<file path="config.mk">
export PLATFORM = sky130hd
export DESIGN_NAME = wlst_div
export DESIGN_NICKNAME = d
export VERILOG_FILES = /design/src/hdl/wlst_pkg.sv /design/src/hdl/wlst_div.sv
export SDC_FILE = /design/constraint.sdc
export NUM_CORES = 1
export LEC_CHECK = 0
export ABC_AREA = 1
export BUFFER_PORTS_ARGS = -buffer_cell sky130_fd_sc_hd__buf_2
export CAP_MARGIN = 20
export CORE_MARGIN = 3
export CORE_UTILIZATION = 58
export DETAILED_ROUTE_END_ITERATION = 7
export GPL_ROUTABILITY_DRIVEN = 0
export PLACE_DENSITY_LB_ADDON = 0.25
export RECOVER_POWER = 100
export REMOVE_ABC_BUFFERS = 1
export SKIP_CTS_REPAIR_TIMING = 1
export SLEW_MARGIN = 20
export SYNTH_ARGS = -nofsm -noshare
export SYNTH_HDL_FRONTEND = slang
export SYNTH_SLANG_ARGS = --single-unit
</file>
<file path="constraint.sdc">
create_clock -name clk -period 3.2 [get_ports clk]
set_input_delay 0.32 -clock clk [delete_from_list [all_inputs] [get_ports clk]]
set_output_delay 0.32 -clock clk [all_outputs]
set_load 0.03 [all_outputs]
</file>
<file path="src/hdl/wlst_pkg.sv">
// Shared types and constants for the windowed latency statistics block.
`default_nettype none

package wlst_pkg;

    localparam int WINDOW       = 512;
    localparam int SAMPLE_BITS  = 16;
    localparam int IDX_W        = $clog2(WINDOW);
    localparam int CNT_W        = IDX_W + 1;
    localparam int SUM_W        = SAMPLE_BITS + IDX_W;
    localparam int SQ_W         = 2 * SAMPLE_BITS + IDX_W;
    localparam int PROD_W       = 2 * SAMPLE_BITS;
    localparam int QUO_W        = SUM_W;
    localparam int NARROW_STEPS = SAMPLE_BITS;
    localparam int STEP_W       = $clog2(QUO_W + 1);
    localparam int OUT_W        = 16;

    typedef enum logic [3:0] {
        ST_IDLE,
        ST_LOAD,
        ST_SQ,
        ST_AVG_START,
        ST_AVG_WAIT,
        ST_WAVG_START,
        ST_WAVG_WAIT,
        ST_OUT
    } state_t;

    typedef struct packed {
        logic              start;
        logic              wide;
        logic [SQ_W-1:0]   dividend;
        logic [SUM_W-1:0]  divisor;
    } div_req_t;

    typedef struct packed {
        logic              done;
        logic [QUO_W-1:0]  quotient;
    } div_rsp_t;

endpackage

`default_nettype wire

</file>
<file path="src/hdl/wlst_div.sv">
// Radix-2 restoring divider, one quotient bit per cycle, 16 or 25 steps per division.
`default_nettype none

module wlst_div (
    input  wire logic              clk,
    input  wire logic              rst_n,
    input  wire wlst_pkg::div_req_t req,
    output wlst_pkg::div_rsp_t     rsp
);

    logic                               busy_reg;
    logic                               done_reg;
    logic [wlst_pkg::STEP_W-1:0]        step_reg;
    logic [wlst_pkg::SUM_W-1:0]         rem_reg;
    logic [wlst_pkg::QUO_W-1:0]         low_reg;
    logic [wlst_pkg::QUO_W-1:0]         quo_reg;
    logic [wlst_pkg::SUM_W-1:0]         dvs_reg;

    logic [wlst_pkg::SUM_W:0]           trial;
    logic                               fits;
    logic [wlst_pkg::SUM_W:0]           diff;

    // The dividend bits above the steps run are below the divisor: a narrow run covers
    // a quotient known to fit 16 bits, a wide run produces the full 25-bit quotient.
    assign trial = {rem_reg, low_reg[wlst_pkg::QUO_W-1]};
    assign fits  = trial >= {1'b0, dvs_reg};
    assign diff  = trial - {1'b0, dvs_reg};

    always_ff @(posedge clk or negedge rst_n)
    begin
        if (!rst_n)
        begin
            busy_reg <= 1'b0;
            done_reg <= 1'b0;
            step_reg <= '0;
        end
        else
        begin
            done_reg <= busy_reg && (step_reg == wlst_pkg::STEP_W'(1));
            if (req.start && !busy_reg)
            begin
                busy_reg <= 1'b1;
                step_reg <= req.wide ? wlst_pkg::STEP_W'(wlst_pkg::QUO_W)
                                     : wlst_pkg::STEP_W'(wlst_pkg::NARROW_STEPS);
            end
            else if (busy_reg)
            begin
                step_reg <= step_reg - wlst_pkg::STEP_W'(1);
                if (step_reg == wlst_pkg::STEP_W'(1))
                begin
                    busy_reg <= 1'b0;
                end
            end
        end
    end

    always_ff @(posedge clk)
    begin
        if (req.start && !busy_reg)
        begin
            if (req.wide)
            begin
                rem_reg <= wlst_pkg::SUM_W'(req.dividend >> wlst_pkg::QUO_W);
                low_reg <= req.dividend[wlst_pkg::QUO_W-1:0];
            end
            else
            begin
                rem_reg <= wlst_pkg::SUM_W'(req.dividend >> wlst_pkg::NARROW_STEPS);
                low_reg <= {req.dividend[wlst_pkg::NARROW_STEPS-1:0],
                            {(wlst_pkg::QUO_W - wlst_pkg::NARROW_STEPS){1'b0}}};
            end
            dvs_reg <= req.divisor;
            quo_reg <= '0;
        end
        else if (busy_reg)
        begin
            rem_reg <= fits ? diff[wlst_pkg::SUM_W-1:0] : trial[wlst_pkg::SUM_W-1:0];
            low_reg <= {low_reg[wlst_pkg::QUO_W-2:0], 1'b0};
            quo_reg <= {quo_reg[wlst_pkg::QUO_W-2:0], fits};
        end
    end

    assign rsp.done     = done_reg;
    assign rsp.quotient = quo_reg;

    a_done_after_busy: assert property (@(posedge clk) disable iff (!rst_n)
        done_reg |-> $past(busy_reg))
        else $error("divider done without a preceding run");
    a_no_start_while_busy: assert property (@(posedge clk) disable iff (!rst_n)
        busy_reg |-> !req.start)
        else $error("divider restarted while busy");
    a_step_zero_idle: assert property (@(posedge clk) disable iff (!rst_n)
        !busy_reg |-> step_reg == '0)
        else $error("divider step count left over");

endmodule

`default_nettype wire
</file>
==> metrics.cfg <==
[job]
maxCapViolCount = 0

[sta]
rsz0062_at_grt = no
report.final.slew_viol_count = 0
finalSetupTns_ps = 0
worst_slack_ps = 451
period_needed_ps = 2750
holdWs_ps = 137
maxSlewHeadroom_pct = 8.80
max_freq_mhz = 364
setup_viol = 0
finalCritPeriodShare_pct = 85.9
finalClockSkew_ps = 7.38
hold_viol_final = 0
worstMarginPinSlew_ps = 1370

[worst_hold_path]
hold_path_depth = 1
hold_end = dvs_reg[0]
hp-class = input port to flip-flop
holdCritStartpoint = req[0]

[logic_synthesis]
netlist_area_um2 = 6590
ys_warn_count = 0
synth-seq-cells = 107
synthCells = 868
avgSynthCellArea_um2 = 7.59
yosys.area.top_type = edfxtp_1
synthFlopType = edfxtp_1
async_reset_ff_share_pct = 6.54
synthTopCellsByArea = edfxtp_1 34%, nand2_1 16%, inv_1 11%, dfxtp_1 7.6%, ha_1 5.1%
synth_top_area_share_pct = 34.2
ys_seq_area_share_pct = 44.4
synth.distinct_cells = 35
synth.most_common_cell = nand2_1
synth_common_cells = 287 x nand2_1, 188 x inv_1, 75 x edfxtp_1
synth_edf_count = 75

[layout]
areaGrowthSynthToFinish_pct = 13.3
ff_latch_area_um2 = 2930
nets = 1056
multi_input_area_um2 = 2810
antenna_cells = 0
drive_above_1_share_pct = 10.8
final_design_area_no_fill_um2 = 7460
fillers = 954

[worst_setup_path]
end_kind = flip-flop
r2r-end = rem_reg[8]
critPathMaxFanout = 26
cp_data_arrival_time_ps = 2850
cpMostUsedCell = nand2_1
cp_slowest_cell = edfxtp_1
max_stage_delay_ps = 450
rr_startpoint = rem_reg[5]
ff2ff_path_depth = 10
start_kind = flip-flop
path_cells = ha_1, nand2_1, nor2_1, nand3_1, nand3_1, nand2_1, nand3_4, nand2_1, nand3_1, nand2_1
rrSetupSlack_ps = 450
crit_type = flip-flop to flip-flop
cp.required_ps = 3310

[cts]
root_buffer = clkbuf_16
clockBufferDepth = 2
htreeDepth = 3
clkSlewWorstSetupHoldPaths_ps = 70
cts_tree = done
clock_sinks = 107
cts-buffers-inserted = 9
clk-insertion-delay-late_ps = 360

[route]
drtIter0Drc = 504
wl_per_cell_um = 14.9
postRouteAntennaNets = 0
wl_um = 16400
first_pass_iters = 5
drc = 0
viasPerCell = 5.31
vias = 5856

[pwr]
comb_power_share_pct = 52.4
power_switching_mw = 3.51
seqPwrFrac_pct = 32.9
max-vdd-ir-drop_mv = 0.715
p_int_mw = 4.16
leakage_nw = 3.88
switching_share_pct = 45.7
clockPowerShare_pct = 14.7
powerDensity_nw_per_um2 = 1030

[floorplan]
rows = 38
die_h_um = 113
coreArea_um2 = 11000
initial_core_util_pct = 60.0
ios = 96
dieArea_um2 = 12700
die_w_um = 113

[global_route]
overflow = 0
antenna_found_initial = 0
grt_max_degree = 51
grt_usage_pct = 26.3
grt_pass1_wl_um = 26700
grt_pass1_vias = 5572

[placed_design]
dp.final_hpwl_um = 12400
port_buffers = 95
placedInstanceArea_um2 = 7190
place_ws_ps = 704

[status]
status = completed

cells in the final DEF, fill, tap and decap left out, types with 5 or more instances in the layout:
cell type	synthesis	layout
nand2_1	287	288
inv_1	188	191
edfxtp_1	75	75
buf_2	6	68
nand3_1	47	47
nor2_1	33	33
nand4_1	33	33
ha_1	27	27
clkbuf_1	12	27
dfxtp_1	25	25
o22ai_1	24	24
a22oi_1	16	16
o21ai_0	13	13
a21oi_1	11	11
o211ai_1	10	10
clkbuf_16	0	10
xnor2_1	9	9
o221ai_1	8	8
dfrtp_1	7	7
nor2_2	6	6
nand3b_1	5	5
buf_4	1	5
critical path, delay by kind of cell (launching register included):
family,cells,cell delay (ps)
adder cells (fa/ha/maj),1,410
flip-flops,1,450
AND/OR/NAND/NOR,9,1640
per-stage QoR:
stage          util [%]  std cells  power, mW
3_5_place_dp       65.4       1086       6.51
4_1_cts            68.2       1102       7.66
2_1_floorplan         -        844       5.45
5_1_grt            67.9       1103       8.32
6_report           67.9       1103       7.67
3_3_place_gp       65.4       1086       6.41
power by group through the flow:
stage	clock, mW	sequential (mW)	combinational [mW]
6_report	1.13	2.52	4.02
3_5_place_dp	0	2.52	3.98
5_1_grt	1.20	2.57	4.55
2_1_floorplan	0	2.76	2.69
3_3_place_gp	0	2.51	3.90
4_1_cts	1.14	2.51	4.02
layer usage:
metal  vias to the layer above  GRT usage, %  wire [µm]
met5                         -             0          0
met4                         0          9.86        392
met3                        28          4.64       1470
met2                       218          40.4       7370
met1                      2648          37.6       7160
li1                       2962             -          -
final cells by class:
cell class,count,share of cell area (%)
Clock buffer,10,3.35
Clock inverter,6,0.704
Inverter,194,9.76
Multi-Input combinational cell,543,37.7
Sequential cell,107,39.2
Tap cell,140,2.35
Timing Repair Buffer,103,6.89
logic make-up after synthesis:
group,count (synthesis),share of synthesized area (%)
DFF,107,44.4
AOI/OAI and AO/OA,85,8.57
buffers and inverters,218,12.8
xor gates and xnor gates,11,1.46
adders and majority gates,28,5.43
and+or+nand+nor,419,27.3
how the worst max path moves through the flow:
stage,start,to,slack (ps)
global route,rem_reg[5],rem_reg[0],270
global placement,low_reg[24],rem_reg[12],730
finish,rem_reg[5],rem_reg[8],450
detailed placement,rem_reg[5],rem_reg[0],700
floorplan,busy_reg,low_reg[16],90
CTS,rem_reg[5],rem_reg[8],670
(Power assumes the default switching activity.)
